`src/hdl/poet_pkg.sv`:
```
// ----------------------------------------------------------------------------
// poet_pkg
// Types, codes and defaults shared by the periodic and one-shot event table.
// ----------------------------------------------------------------------------
package poet_pkg;

  localparam int REC_SLOTS_DEF = 8;
  localparam int ONE_SLOTS_DEF = 8;
  localparam int EVENT_IDS_DEF = 16;

  typedef enum logic [2:0] {
    ACT_TICK      = 3'd0,
    ACT_START_REC = 3'd1,
    ACT_KILL_REC  = 3'd2,
    ACT_START_ONE = 3'd3,
    ACT_LENGTHEN  = 3'd4,
    ACT_EXTING    = 3'd5
  } action_t;

  typedef enum logic [1:0] {
    ST_OK        = 2'd0,
    ST_NOT_FOUND = 2'd1,
    ST_FULL      = 2'd2
  } status_t;

  typedef struct packed {
    logic [2:0]         action;
    logic [3:0]         event_id;
    logic               phase;
    logic signed [15:0] time_value;
  } in_item_t;

  typedef struct packed {
    logic [1:0] status;
    logic       fired_valid;
    logic [3:0] fired_id;
    logic       fired_kind;
    logic       last;
  } out_item_t;

  // controller -> datapath
  typedef struct packed {
    logic load;       // capture the command
    logic exec_cmd;   // carry out a non-tick command
    logic rec_step;   // examine recurring slot at the walk index
    logic one_step;   // examine one-shot slot at the walk index
    logic idx_clr;    // restart the walk index
    logic fin;        // close the tick: commit compaction, emit final result
  } poet_cmd_t;

  // datapath -> controller
  typedef struct packed {
    logic is_tick;
    logic rec_done;   // walk index past the last recurring slot
    logic one_done;   // walk index past the last one-shot slot
  } poet_stat_t;

endpackage

```
`src/hdl/poet_ctrl.sv`:
```
// ----------------------------------------------------------------------------
// poet_ctrl
// Sequencer: command, recurring walk, one-shot walk, final result.
// ----------------------------------------------------------------------------
module poet_ctrl (
  input  logic                clk,
  input  logic                rst_n,
  input  logic                start,
  output logic                busy,
  input  poet_pkg::poet_stat_t stat,
  output poet_pkg::poet_cmd_t  cmd
);

  typedef enum logic [4:0] {
    S_IDLE = 5'b00001,
    S_DEC  = 5'b00010,
    S_REC  = 5'b00100,
    S_ONE  = 5'b01000,
    S_FIN  = 5'b10000
  } state_t;

  state_t state_r, state_nxt;

  always_comb begin
    state_nxt = state_r;
    cmd = '0;
    unique case (state_r)
      S_IDLE: begin
        if (start) begin
          cmd.load = 1'b1;
          state_nxt = S_DEC;
        end
      end
      S_DEC: begin
        cmd.idx_clr = 1'b1;
        if (stat.is_tick) state_nxt = S_REC;
        else begin
          cmd.exec_cmd = 1'b1;
          state_nxt = S_IDLE;
        end
      end
      S_REC: begin
        if (stat.rec_done) begin
          cmd.idx_clr = 1'b1;
          state_nxt = S_ONE;
        end else cmd.rec_step = 1'b1;
      end
      S_ONE: begin
        if (stat.one_done) state_nxt = S_FIN;
        else cmd.one_step = 1'b1;
      end
      S_FIN: begin
        cmd.fin = 1'b1;
        state_nxt = S_IDLE;
      end
      default: state_nxt = S_IDLE;
    endcase
  end

  always_ff @(posedge clk) begin
    if (!rst_n) state_r <= S_IDLE;
    else state_r <= state_nxt;
  end

  assign busy = (state_r != S_IDLE);

endmodule

```
`src/hdl/poet_dp.sv`:
```
// ----------------------------------------------------------------------------
// poet_dp
// Slot tables, walk index and result staging. Results are held back one
// step so that the final one can carry last.
// ----------------------------------------------------------------------------
module poet_dp #(
  parameter int REC_SLOTS = poet_pkg::REC_SLOTS_DEF,
  parameter int ONE_SLOTS = poet_pkg::ONE_SLOTS_DEF,
  parameter int EVENT_IDS = poet_pkg::EVENT_IDS_DEF
) (
  input  logic                 clk,
  input  logic                 rst_n,
  input  poet_pkg::in_item_t   in_item,
  input  poet_pkg::poet_cmd_t  cmd,
  output poet_pkg::poet_stat_t stat,
  output logic                 out_valid,
  output poet_pkg::out_item_t  out_item
);

  localparam int RW  = $clog2(REC_SLOTS + 1);
  localparam int OW  = $clog2(ONE_SLOTS + 1);
  localparam int IXW = (RW > OW) ? RW : OW;
  localparam int RIW = (REC_SLOTS > 1) ? $clog2(REC_SLOTS) : 1;
  localparam int OIW = (ONE_SLOTS > 1) ? $clog2(ONE_SLOTS) : 1;

  logic [3:0]         rid_r [REC_SLOTS];
  logic               rph_r [REC_SLOTS];
  logic [3:0]         oid_r [ONE_SLOTS];
  logic               oph_r [ONE_SLOTS];
  logic signed [15:0] otm_r [ONE_SLOTS];
  logic [RW-1:0]      rcnt_r;
  logic [OW-1:0]      ocnt_r;
  logic [IXW-1:0]     idx_r;
  logic [OW-1:0]      wr_r;      // one-shot compaction write pointer
  poet_pkg::in_item_t cur_r;
  logic [3:0]         id_m;

  // staged fired result
  logic               pend_r;
  logic [3:0]         pid_r;
  logic               pkind_r;
  logic               oval_r;
  poet_pkg::out_item_t oitem_r;

  // fold the id into range through a constant table
  always_comb begin
    id_m = in_item.event_id;
    for (int v = 0; v < 16; v++)
      if (in_item.event_id == 4'(v)) id_m = 4'(v % EVENT_IDS);
  end

  assign stat.is_tick  = (cur_r.action == poet_pkg::ACT_TICK);
  assign stat.rec_done = (idx_r >= IXW'(rcnt_r));
  assign stat.one_done = (idx_r >= IXW'(ocnt_r));

  // first-match searches (independent compares, priority pick)
  logic          rfound, ofound;
  logic [RIW-1:0] rpos;
  logic [OIW-1:0] opos;
  always_comb begin
    rfound = 1'b0;
    rpos   = '0;
    for (int i = REC_SLOTS - 1; i >= 0; i--)
      if (RW'(i) < rcnt_r && rid_r[i] == cur_r.event_id) begin
        rfound = 1'b1;
        rpos   = RIW'(i);
      end
    ofound = 1'b0;
    opos   = '0;
    for (int i = ONE_SLOTS - 1; i >= 0; i--)
      if (OW'(i) < ocnt_r && oid_r[i] == cur_r.event_id) begin
        ofound = 1'b1;
        opos   = OIW'(i);
      end
  end

  logic signed [16:0] lsum;
  logic signed [15:0] lsat;
  assign lsum = {otm_r[opos][15], otm_r[opos]} + {cur_r.time_value[15], cur_r.time_value};
  always_comb begin
    if (lsum > 17'sd32767) lsat = 16'sh7fff;
    else if (lsum < -17'sd32768) lsat = 16'sh8000;
    else lsat = lsum[15:0];
  end

  // status of a non-tick command
  logic [1:0] cmd_st;
  always_comb begin
    cmd_st = poet_pkg::ST_OK;
    unique case (cur_r.action)
      poet_pkg::ACT_START_REC:
        if (rcnt_r >= RW'(REC_SLOTS)) cmd_st = poet_pkg::ST_FULL;
      poet_pkg::ACT_KILL_REC:
        if (!rfound) cmd_st = poet_pkg::ST_NOT_FOUND;
      poet_pkg::ACT_START_ONE:
        if (ocnt_r >= OW'(ONE_SLOTS)) cmd_st = poet_pkg::ST_FULL;
      poet_pkg::ACT_LENGTHEN, poet_pkg::ACT_EXTING:
        if (!ofound) cmd_st = poet_pkg::ST_NOT_FOUND;
      default: ;
    endcase
  end

  // one-shot element at the walk index
  logic [OIW-1:0]     oix;
  logic [RIW-1:0]     rix;
  logic signed [15:0] dec_t;
  logic               o_match, o_fire;
  assign oix     = OIW'(idx_r);
  assign rix     = RIW'(idx_r);
  assign o_match = (oph_r[oix] == cur_r.phase);
  assign dec_t   = (otm_r[oix] == 16'sh8000) ? otm_r[oix] : otm_r[oix] - 16'sd1;
  assign o_fire  = o_match && (dec_t <= 16'sd0);

  logic       fire_now;
  logic [3:0] fire_id;
  logic       fire_kind;
  always_comb begin
    fire_now  = 1'b0;
    fire_id   = '0;
    fire_kind = 1'b0;
    if (cmd.rec_step && rph_r[rix] == cur_r.phase) begin
      fire_now = 1'b1;
      fire_id  = rid_r[rix];
    end else if (cmd.one_step && o_fire) begin
      fire_now  = 1'b1;
      fire_id   = oid_r[oix];
      fire_kind = 1'b1;
    end
  end

  always_ff @(posedge clk) begin
    if (!rst_n) begin
      rcnt_r <= '0;
      ocnt_r <= '0;
      pend_r <= 1'b0;
      oval_r <= 1'b0;
    end else begin
      oval_r <= cmd.exec_cmd || cmd.fin || (fire_now && pend_r);
      if (cmd.load)
        cur_r <= '{action: in_item.action, event_id: id_m, phase: in_item.phase,
                   time_value: in_item.time_value};
      if (cmd.idx_clr) idx_r <= '0;
      else if (cmd.rec_step || cmd.one_step) idx_r <= idx_r + 1'b1;
      if (cmd.idx_clr) wr_r <= '0;
      else if (cmd.one_step && !o_fire) wr_r <= wr_r + 1'b1;
      if (cmd.one_step && !o_fire) begin
        oid_r[OIW'(wr_r)] <= oid_r[oix];
        oph_r[OIW'(wr_r)] <= oph_r[oix];
        otm_r[OIW'(wr_r)] <= o_match ? dec_t : otm_r[oix];
      end
      if (cmd.load || cmd.fin) pend_r <= 1'b0;
      else if (fire_now) pend_r <= 1'b1;
      if (fire_now) begin
        pid_r   <= fire_id;
        pkind_r <= fire_kind;
      end
      if (cmd.exec_cmd)
        oitem_r <= '{status: cmd_st, fired_valid: 1'b0,
                     fired_id: 4'd0, fired_kind: 1'b0, last: 1'b1};
      else if (cmd.fin)
        oitem_r <= '{status: poet_pkg::ST_OK, fired_valid: pend_r,
                     fired_id: pend_r ? pid_r : 4'd0,
                     fired_kind: pend_r & pkind_r, last: 1'b1};
      else if (fire_now && pend_r)
        oitem_r <= '{status: poet_pkg::ST_OK, fired_valid: 1'b1,
                     fired_id: pid_r, fired_kind: pkind_r, last: 1'b0};
      if (cmd.fin) ocnt_r <= wr_r;
      if (cmd.exec_cmd) begin
        unique case (cur_r.action)
          poet_pkg::ACT_START_REC: begin
            if (rcnt_r < RW'(REC_SLOTS)) begin
              rid_r[RIW'(rcnt_r)] <= cur_r.event_id;
              rph_r[RIW'(rcnt_r)] <= cur_r.phase;
              rcnt_r <= rcnt_r + 1'b1;
            end
          end
          poet_pkg::ACT_KILL_REC: begin
            if (rfound) begin
              for (int i = 0; i < REC_SLOTS - 1; i++)
                if (RIW'(i) >= rpos) begin
                  rid_r[i] <= rid_r[i+1];
                  rph_r[i] <= rph_r[i+1];
                end
              rcnt_r <= rcnt_r - 1'b1;
            end
          end
          poet_pkg::ACT_START_ONE: begin
            if (ocnt_r < OW'(ONE_SLOTS)) begin
              oid_r[OIW'(ocnt_r)] <= cur_r.event_id;
              oph_r[OIW'(ocnt_r)] <= cur_r.phase;
              otm_r[OIW'(ocnt_r)] <= cur_r.time_value;
              ocnt_r <= ocnt_r + 1'b1;
            end
          end
          poet_pkg::ACT_LENGTHEN: begin
            if (ofound) otm_r[opos] <= lsat;
          end
          poet_pkg::ACT_EXTING: begin
            if (ofound) begin
              for (int i = 0; i < ONE_SLOTS - 1; i++)
                if (OIW'(i) >= opos) begin
                  oid_r[i] <= oid_r[i+1];
                  oph_r[i] <= oph_r[i+1];
                  otm_r[i] <= otm_r[i+1];
                end
              ocnt_r <= ocnt_r - 1'b1;
            end
          end
          default: ;
        endcase
      end
    end
  end

  assign out_valid = oval_r;
  assign out_item  = oitem_r;

endmodule

```
`src/hdl/periodic_and_oneshot_event_table.sv`:
```
// ----------------------------------------------------------------------------
// periodic_and_oneshot_event_table
// Recurring and one-shot event tables driven by start/busy commands.
// ----------------------------------------------------------------------------
// channel  | ports                        | handshake
// input    | in_item                      | start && !busy
// result   | out_item                     | out_valid, one cycle, no stall
//
// A command holds busy through the decode state only; its single result is
// on the ports in the cycle after that state, when busy is already low.
// A phase tick holds busy through decode, the recurring walk, the one-shot walk
// and the final state, one filled slot examined per cycle; each fired result
// streams out once the next is found, the final one in the first idle cycle.
// Reset clears both fill counts; the slots themselves are not cleared.
// The receiver cannot stall; results are never held.
// ----------------------------------------------------------------------------
module periodic_and_oneshot_event_table #(
  parameter int REC_SLOTS = poet_pkg::REC_SLOTS_DEF,
  parameter int ONE_SLOTS = poet_pkg::ONE_SLOTS_DEF,
  parameter int EVENT_IDS = poet_pkg::EVENT_IDS_DEF
) (
  input  logic                clk,
  input  logic                rst_n,
  input  logic                start,
  output logic                busy,
  input  poet_pkg::in_item_t  in_item,
  output logic                out_valid,
  output poet_pkg::out_item_t out_item
);

  poet_pkg::poet_cmd_t  cmd;
  poet_pkg::poet_stat_t stat;

  poet_ctrl u_ctrl (
    .clk(clk), .rst_n(rst_n), .start(start), .busy(busy), .stat(stat), .cmd(cmd)
  );

  poet_dp #(
    .REC_SLOTS(REC_SLOTS), .ONE_SLOTS(ONE_SLOTS), .EVENT_IDS(EVENT_IDS)
  ) u_dp (
    .clk(clk), .rst_n(rst_n), .in_item(in_item), .cmd(cmd), .stat(stat),
    .out_valid(out_valid), .out_item(out_item)
  );

  a_idle_no_out: assert property (@(posedge clk) disable iff (!rst_n)
    (!busy && !$past(busy)) |-> !out_valid) else $error("result while idle");

  a_last_ends: assert property (@(posedge clk) disable iff (!rst_n)
    (out_valid && out_item.last) |-> !busy) else $error("busy with last result");

  a_cmd_quiet: assert property (@(posedge clk) disable iff (!rst_n)
    (out_valid && !out_item.fired_valid) |-> out_item.last)
    else $error("non-fired result without last");

endmodule
```
`config.mk`:
```
export PLATFORM = sky130hd
export DESIGN_NAME = periodic_and_oneshot_event_table
export DESIGN_NICKNAME = d
export VERILOG_FILES = /design/src/hdl/poet_pkg.sv /design/src/hdl/poet_ctrl.sv /design/src/hdl/poet_dp.sv /design/src/hdl/periodic_and_oneshot_event_table.sv
export SDC_FILE = /design/constraint.sdc
export NUM_CORES = 1
export LEC_CHECK = 0
export BUFFER_PORTS_ARGS = -buffer_cell sky130_fd_sc_hd__buf_2
export CAP_MARGIN = 10
export CORE_MARGIN = 2
export CORE_UTILIZATION = 40
export DETAILED_ROUTE_END_ITERATION = 12
export PLACE_DENSITY = 0.57
export SYNTH_ARGS = -nofsm -noshare
export SYNTH_HDL_FRONTEND = slang
export SYNTH_SLANG_ARGS = --single-unit
```
`constraint.sdc`:
```
create_clock -name clk -period 11.4 [get_ports clk]
set_input_delay 1.14 -clock clk [delete_from_list [all_inputs] [get_ports clk]]
set_output_delay 1.14 -clock clk [all_outputs]
set_load 0.05 [all_outputs]
```
# After elaboration in Yosys (flattened, before gate mapping)
# Memories as Yosys holds them, arrays and structs flattened. A register that Yosys moved wholly into a read port is not among the register bits.
# Cells that the tools add are included.
# totals
register_bits	61
latch_bits	0
mem_bits_rw	208
romBits	0
in_bits	27
out_inout_bits	11
memories	5
# memory_table
memory	words	word_bits	read_ports	rd_clocked_by_memory_dff	wr	line	rtl
u_dp.otm_r	8	16	9	1	7	poet_dp.sv:30	logic signed [15:0] otm_r [ONE_SLOTS];
u_dp.oid_r	8	4	9	1	7	poet_dp.sv:28	logic [3:0] oid_r [ONE_SLOTS];
u_dp.rid_r	8	4	9	1	7	poet_dp.sv:26	logic [3:0] rid_r [REC_SLOTS];
u_dp.oph_r	8	1	8	1	7	poet_dp.sv:29	logic oph_r [ONE_SLOTS];
u_dp.rph_r	8	1	8	1	7	poet_dp.sv:27	logic rph_r [REC_SLOTS];
# classes
add_sub_neg	8
mul	0
div	0
order_cmp	39
n_eq_ne	50
shift	0
muxes	229
bitwise_logic	2
n_reduce_logical	54
# ops
op	count
1-bit 2-to-1 mux	145
3-bit 2-to-1 mux	40
16-bit 2-to-1 mux	7
4-bit 2-to-1 mux	22
4-bit == test	16
16-bit OR reduction	3
4-bit == test, second input constant	8
3-bit by 4-bit less-than comparator with 1-bit output, first input constant	8
9-bit 2-to-1 mux	3
1-bit logical AND	21
5-bit one-hot mux with 4 select lines	1
3-bit greater-or-equal comparator, first input constant	6
16-bit by 16-bit adder with 17-bit output	1
17-bit by 16-bit greater-than comparator with 1-bit output, second input constant	1
17-bit by 16-bit less-than comparator with 1-bit output, second input constant	1
4-bit by 1-bit adder with 4-bit output, second input constant	4
16-bit == test, second input constant	1
4-bit by 3-bit == test with 1-bit output, second input constant	4
16-bit by 1-bit <= comparator with 1-bit output, second input constant	1
1-bit by 4-bit less-than comparator with 1-bit output, first input constant	4
2-bit by 4-bit less-than comparator with 1-bit output, first input constant	4
4-bit one-hot mux with 2 select lines	2
4-bit OR reduction	4
16-bit by 2-bit subtractor with 16-bit output, second input constant	1
38 further kinds	74

# Logic depth before layout (Yosys ltp)
# Gate-level depths: netlist of run 1.
# An unclocked memory read counts as a cell.
# logic_depth
depth_word	20
mapped_depth	28
ltp_nobuf	25

# Cells and area by module
# A second synthesis of run 1 with hierarchy kept.
# unflattened
hier_cells	1919
area_unflattened_um2	19389.8
# modules_own_cells
module	n_inst	cells_per_inst	area_per_inst_um2
poet_dp	1	1882	19084.6
poet_ctrl	1	37	305.3

# Worst setup path after synthesis of run 1
# Ideal clock, no wire load.
# synth_path
kind	register to register
start	register u_dp.cur_r[19] in the netlist's numbering
end	memory u_dp.otm_r[4][3] (data pin)
setup_ps	260
arrival_time_ps	5289
t_required_ps	11140
path_slack_ps	5852
stages_incl_launch_ff	29
path_cell_list	edfxtp_1 buf_2 xnor2_1 nand3_1 nor3_1 a21oi_1 o22ai_1 nand2b_1 a21oi_1 clkbuf_1 clkbuf_1 nand3_1 o211ai_1 o21ai_0 ha_1 inv_1 fa_1 nor2b_1 o21a_1 o21ai_0 a31oi_1 a221oi_1 o21ai_0 o21a_1 clkbuf_1 a21oi_1 and2_1 nor2_1 mux2_2
# synth_rtl
element	line	rtl
start, declared	poet_dp.sv:35	poet_pkg::in_item_t cur_r;
start signal, assigned	poet_dp.sv:140	cur_r <= '{action: in_item.action, event_id: id_m, phase: in_item.phase,
end, declared	poet_dp.sv:30	

==> results.toml, run 1 <==
[status]
outcome = "completed"

[pwr]
total_power_mw = 2.15
power_density_nw_per_um2 = 115
p_clk_share_pct = 42.6
pwr-share-seq_pct = 51.6
p_leak_nw = 6.48
ir_worst_vdd_mv = 0.126
internal_power_mw = 1.66
swShare_pct = 22.7
share_comb_of_total_power_pct = 5.8
p_switching_mw = 0.489

[clocking]
cts_hold_buf = 0
clk_pin_slew_ps = 60
clock-sinks = 272
post_cts_buffers = 0
cts_buffer_depth = 3
clock_latency_ps = 580
post_cts_resized = 0
tritoncts = "yes"
numCtsBuffers = 30
ctsRootBufferMaster = "clkbuf_16"
cts_max_level = 1

[global_route]
globalRouteOverflowTotal = 0
grt_max_degree = 71
grt_antenna_before_repair = 0
grt_pass1_vias = 12579
grt_pass1_wl_um = 77900
track_usage_pct = 23.2

[min_path]
holdPathStages = 1
min_to = "u_dp.out_item[2]"
min_from = "u_dp.pid_r[0]"
min_path_type = "reg -> reg"

[die]
start_util_pct = 40.7
die_w_um = 211
dieArea_um2 = 44500
dieHeight_um = 211
core_area_um2 = 42100
io_pins = 38
rows = 75

[sta]
drv_slew = 0
hold_viol = 0
fin_crit_ps = 7420
rsz0062_at_grt = "no"
finClkSkew_ps = 13.7
setup_viol = 0
slew_headroom_pct = 29.8
worstMarginPinSlew_ps = 1040
fin_ws_ps = 3980
fin_crit_sh_pct = 65.1
setup_tns_ps = 0
max_freq_ghz = 0.135

[placement]
port_buffers = 37
finalWeightedCongestion = 0.925
dpl_worst_slack_ps = 4130
dp_hpwl_um = 34800

[yosys]
yosysUniqueCellTypes = 83
muxShareOfSynthArea_pct = 12.7
synth_common_cells = "nand2_1, edfxtp_1, o21ai_0"
synth_top_family_by_area = "simple AND/OR/NAND/NOR gates"
yosysWarnings = 0
synth_compound_area_share_pct = 13.7
synth-xor-area-share_pct = 5.31
synth_top_area_share_pct = 44.5
synth.area.top_cells = "edfxtp_1, mux4_2, nand2_1"
syn_area_um2 = 17100
synthSimpleGateAreaFrac_pct = 15.3
synth.net_count = 1742
synth_top_area_cell = "edfxtp_1"
synthAdderAreaFrac_pct = 2.73
yosysMostFrequentCell = "nand2_1"
synth_edf_count = 254
syn_area_per_cell_um2 = 10.2
synth-seq-cells = 272
ys_seq_area_share_pct = 46.6
async_reset_ff_share_pct = 0
ys.flop_type = "edfxtp_1"
synth_cells = 1679

[setup_path]
crit_required_ps = 11690
r2r_slack_ps = 3980
cp-start-kind = "flop"
reg2reg_to = "u_dp.otm_r[2][5]"
crit_fanout = 66
criticalPathCategory = "reg -> reg"
cp-end-kind = "flop"
r2r-start = "u_dp.cur_r[18]"
reg2reg_depth = 22
crit_arrival_ps = 7710

[flow_run]
drv_cap = 0

[finish]
final_core_util_pct = 44.6
drive_gt1_share_pct = 14.8
area_delta_synth_final_pct = 9.58
final_nets = 1735
diodes = 0

[route]
first_pass_iters = 6
wire_per_inst_um = 23.3
vias = 13528
viasPerCell = 6.06
first_iter_violations = 1458
drc = 0
finalWirelength_um = 51900
ant_nets = 0
-- area by class of cell --
cell class,instances,area (um2)
Timing Repair Buffer,60,358
Clock buffer,39,806
Clock inverter,16,98.8
Fill cell,3923,23400
Tap cell,539,674
Multi-Input combinational cell,1257,8660
Sequential cell,272,7990
Inverter,51,191
-- per-layer routing --
layer | wire length [um] | vias up | track usage, %
met5 | 0 | - | 0
met4 | 1030 | 0 | 6.10
met3 | 4810 | 71 | 4.37
met2 | 22100 | 610 | 33.8
met1 | 24000 | 6696 | 35.2
li1 | - | 6151 | -
-- power groups by stage --
stage          clock network [mW]  registers (mW)  logic [mW]
4_1_cts                     0.934            1.11       0.124
2_1_floorplan                   0            1.12      0.0962
6_report                    0.917            1.11       0.126
3_5_place_dp                    0            1.13       0.123
3_3_place_gp                    0            1.13       0.122
5_1_grt                     0.969            1.11       0.138
-- kinds of logic (layout without fill, tap and decap cells) --
family | Yosys count | in the layout
and+or+nand+nor | 588 | 588
DFF | 272 | 272
AOI/OAI and AO/OA | 388 | 388
muxes | 140 | 140
adders and majority gates | 37 | 37
xor gates and xnor gates | 104 | 104
buffers and inverters | 150 | 166
-- state kept, by name, summed over array words and instances, names as in the netlist, named ones only --
signal,count
u_ctrl.state_r,5
u_dp.cur_r,24
u_dp.idx_r,4
u_dp.ocnt_r,4
u_dp.oid_r,32
u_dp.oph_r,8
u_dp.otm_r,128
u_dp.out_item,9
u_dp.out_valid,1
u_dp.pend_r,1
u_dp.pid_r,4
u_dp.pkind_r,1
u_dp.rcnt_r,4
u_dp.rid_r,32
u_dp.rph_r,8
u_dp.wr_r,4
-- worst max-delay path by stage --
stage	to	slack, ps	startpoint
after floorplan	u_dp.otm_r[4][3]	5850	u_dp.cur_r[19]
after global placement	u_dp.otm_r[0][13]	4440	u_dp.cur_r[18]
after global routing	u_dp.otm_r[4][5]	3310	u_dp.cur_r[20]
after detailed placement	u_dp.otm_r[2][5]	4130	u_dp.cur_r[20]
after CTS	u_dp.otm_r[2][5]	4150	u_dp.cur_r[20]
final	u_dp.otm_r[2][5]	3980	u_dp.cur_r[18]
-- worst max-delay path, stage by stage, from the launching register on --
cell	delay [ps]
edfxtp_1	970
xor2_1	150
nor4_1	410
nor2b_1	80
o21ai_0	470
o21a_2	220
buf_4	630
nand2_1	110
nand3_1	110
o21ai_0	80
o21ai_0	280
ha_1	320
nor2b_1	140
o21a_1	190
o21ai_0	380
a31oi_1	300
a221oi_1	470
o21ai_0	310
nand3_1	190
and2_1	500
o221ai_1	270
o21ai_0	310
o21ai_0	190
-- cells in the final DEF (no fill, tap or decap), types with 17 or more instances in the layout --
cell type | synthesis | final
mux4_2 | 51 | 51
buf_2 | 10 | 37
mux2_2 | 50 | 50
a21oi_1 | 85 | 83
clkbuf_16 | 0 | 31
nor3_1 | 29 | 29
nand2_1 | 295 | 295
buf_4 | 2 | 23
xor2_1 | 40 | 40
a211oi_1 | 17 | 17
nor2_1 | 110 | 106
mux2i_1 | 30 | 30
o21ai_0 | 146 | 144
nand3_1 | 60 | 60
a21o_1 | 20 | 19
edfxtp_1 | 254 | 254
xnor2_1 | 64 | 64
o211ai_1 | 23 | 23
inv_1 | 50 | 50
ha_1 | 35 | 35
-- stage by stage --
stage / cells / hold slack, ps / area, um2
after floorplan: 1679 / 465 / 17100
after global placement: 2179 / 503 / 17900
after detailed placement: 2179 / 509 / 17900
after CTS: 2234 / 522 / 18800
after global routing: 2234 / 542 / 18800
final: 2234 / 520 / 18800
(Power assumes the default switching activity.)
==> inputs of run 2 (changes only) <==
--- a/config.mk
+++ b/config.mk
@@ -10,7 +10,7 @@
 export CORE_MARGIN = 2
 export CORE_UTILIZATION = 40
 export DETAILED_ROUTE_END_ITERATION = 12
-export PLACE_DENSITY = 0.57
+export PLACE_DENSITY = 0.59
 export SYNTH_ARGS = -nofsm -noshare
 export SYNTH_HDL_FRONTEND = slang
 export SYNTH_SLANG_ARGS = --single-unit
==> constraint.sdc (replaced) <==
create_clock -name clk -period 6.7 [get_ports clk]
set_input_delay 0.67 -clock clk [delete_from_list [all_inputs] [get_ports clk]]
set_output_delay 0.67 -clock clk [all_outputs]
set_load 0.05 [all_outputs]
==> results.toml, run 2 (synthesis gave the netlist of run 1 again) <==
[setup_path]
reg2reg_depth = 25
crit_required_ps = 6990
cp-end-kind = "flop"
path_common_cell = "o21ai_0"
cp-start-kind = "flop"
reg2reg_to = "u_dp.otm_r[2][2]"
criticalPathCategory = "reg -> reg"
crit_fanout = 21
r2r_slack_ps = 330
crit_arrival_ps = 6670
worst_path_max_delay_cell = "a21oi_1"
r2r-start = "u_dp.ocnt_r[1]"
cpPeakStageDelay_ps = 410

[finish]
reg_top3 = "u_dp.otm_r x128, u_dp.oid_r x32, u_dp.rid_r x32"
largest_reg_flops = 128
final_common_cell = "nand2_1"
area_delta_synth_final_pct = 11.3
most-common-layout-cells = "nand2_1, edfxtp_1, o21ai_0"
diodes = 0
final_nets = 1774
regMostFlops = "u_dp.otm_r"
drive_gt1_share_pct = 17.1

[clocking]
clock_latency_ps = 580
clk_pin_slew_ps = 60
cts_max_level = 1
cts_buffer_depth = 3
tritoncts = "yes"
clock-sinks = 272
ctsRootBufferMaster = "clkbuf_16"
numCtsBuffers = 29
cts_hold_buf = 0

[sta]
slew_headroom_pct = 26.9
hold_viol = 0
fin_crit_sh_pct = 95.1
hold_ws_ps = 266
max_freq_ghz = 0.157
setup_viol = 0
worstMarginPinSlew_ps = 1080
finClkSkew_ps = 22.8
rsz0062_at_grt = "yes"
drv_slew = 0
fin_ws_ps = 329
fin_crit_ps = 6370

[min_path]
min_to = "u_dp.cur_r[0]"
holdPathStages = 1
min_from = "in_item[0]"
min_path_type = "in -> reg"

[global_route]
grt_pass1_wl_um = 79700
grt_pass1_vias = 12918
grt_antenna_before_repair = 1
globalRouteOverflowTotal = 0
track_usage_pct = 23.6
grt_max_degree = 48

[route]
viasPerCell = 5.93
finalWirelength_um = 52400
wire_per_inst_um = 23.1
drc = 0
vias = 13485
first_pass_iters = 6
ant_nets = 0
first_iter_violations = 1622

[placement]
dpl_worst_slack_ps = 173
port_buffers = 37
finalWeightedCongestion = 0.928
dp_hpwl_um = 36500

[pwr]
ir_worst_vdd_mv = 0.223
internal_power_mw = 2.83
power_density_nw_per_um2 = 193
swShare_pct = 23.0
p_leak_nw = 6.68
pwr-share-seq_pct = 51.3
p_clk_share_pct = 42.7
p_switching_mw = 0.845
share_comb_of_total_power_pct = 6.0

[die]
io_pins = 38
die_w_um = 211
dieArea_um2 = 44500
dieHeight_um = 211
rows = 75
core_area_um2 = 42100
start_util_pct = 40.7

[status]
outcome = "completed"

[flow_run]
drv_cap = 0
-- run 2: cell count changes in the layout (fill, tap and decap cells not counted), moves of 2 or more --
cell       delta
o21ai_1       +3
clkinv_1      -3
clkbuf_16     -2
o21ai_4       -5
o21ai_2       +4
o21ai_0       -2
clkbuf_1      -2
clkinv_2      +2
clkinv_4      +2
buf_4        +37
-- run 2: worst max-delay path: cells and delay by family, from the launching register on --
family / cells / cell delay (ps)
AOI/OAI and AO/OA: 14 / 3340
adders and majority gates: 2 / 580
buffers and inverters: 3 / 680
DFF: 1 / 360
and+or+nand+nor: 6 / 1120
-- run 2: timing repair --
item | 4_1_cts | 5_1_grt
resized for setup | 0 | 8
hold endpoints to repair | 0 | 0
buffers inserted | 0 | 4
endpoints found under the setup margin | 0 | 87
-- run 2: worst max-delay path by stage --
stage	startpoint	to	slack, ps	cells after the start
global placement	u_dp.cur_r[17]	u_dp.otm_r[2][12]	320	22
detailed placement	u_dp.cur_r[20]	u_dp.otm_r[2][12]	170	24
floorplan	u_dp.cur_r[19]	u_dp.otm_r[4][3]	1150	28
global route	u_dp.ocnt_r[1]	u_dp.otm_r[1][2]	-6	25
CTS	u_dp.cur_r[20]	u_dp.otm_r[2][12]	180	24
finish	u_dp.ocnt_r[1]	u_dp.otm_r[2][2]	330	25
-- run 2: final cells by class --
cell class / instances / area, um2
flip-flops and latches: 272 / 7990
inverters: 51 / 191
fillers: 3884 / 23100
repair buffers: 99 / 667
well taps: 539 / 674
multi-input cells: 1258 / 8650
clock inverters: 19 / 154
clock buffers: 35 / 748
-- run 2: routing by layer --
metal / track usage [%] / up-vias / share of wire, %
met3: 4.76 / 75 / 9.3
met2: 36.0 / 572 / 44
met5: 0 / - / 0
met4: 6.44 / 0 / 2.4
li1: - / 6222 / -
met1: 34.1 / 6616 / 44
-- run 2: per-stage QoR --
step	power, mW	TNS (ps)	cells	util, %	area (um2)
after floorplan	2.07	0	1679	-	17100
after detailed placement	2.14	0	2214	43.0	18100
after global routing	3.79	-11.2	2273	45.3	19100
final	3.67	0	2273	45.3	19100
after global placement	2.13	0	2214	43.0	18100
after CTS	3.71	0	2268	45.1	19000
-- run 2: power groups by stage --
| stage | Sequential [mW] | Combinational, mW | Clock (mW) |
|---|---|---|---|
| after CTS | 1.88 | 0.218 | 1.60 |
| after floorplan | 1.91 | 0.164 | 0 |
| after detailed placement | 1.92 | 0.217 | 0 |
| after global routing | 1.89 | 0.242 | 1.66 |
| after global placement | 1.92 | 0.214 | 0 |
| final | 1.89 | 0.221 | 1.57 |
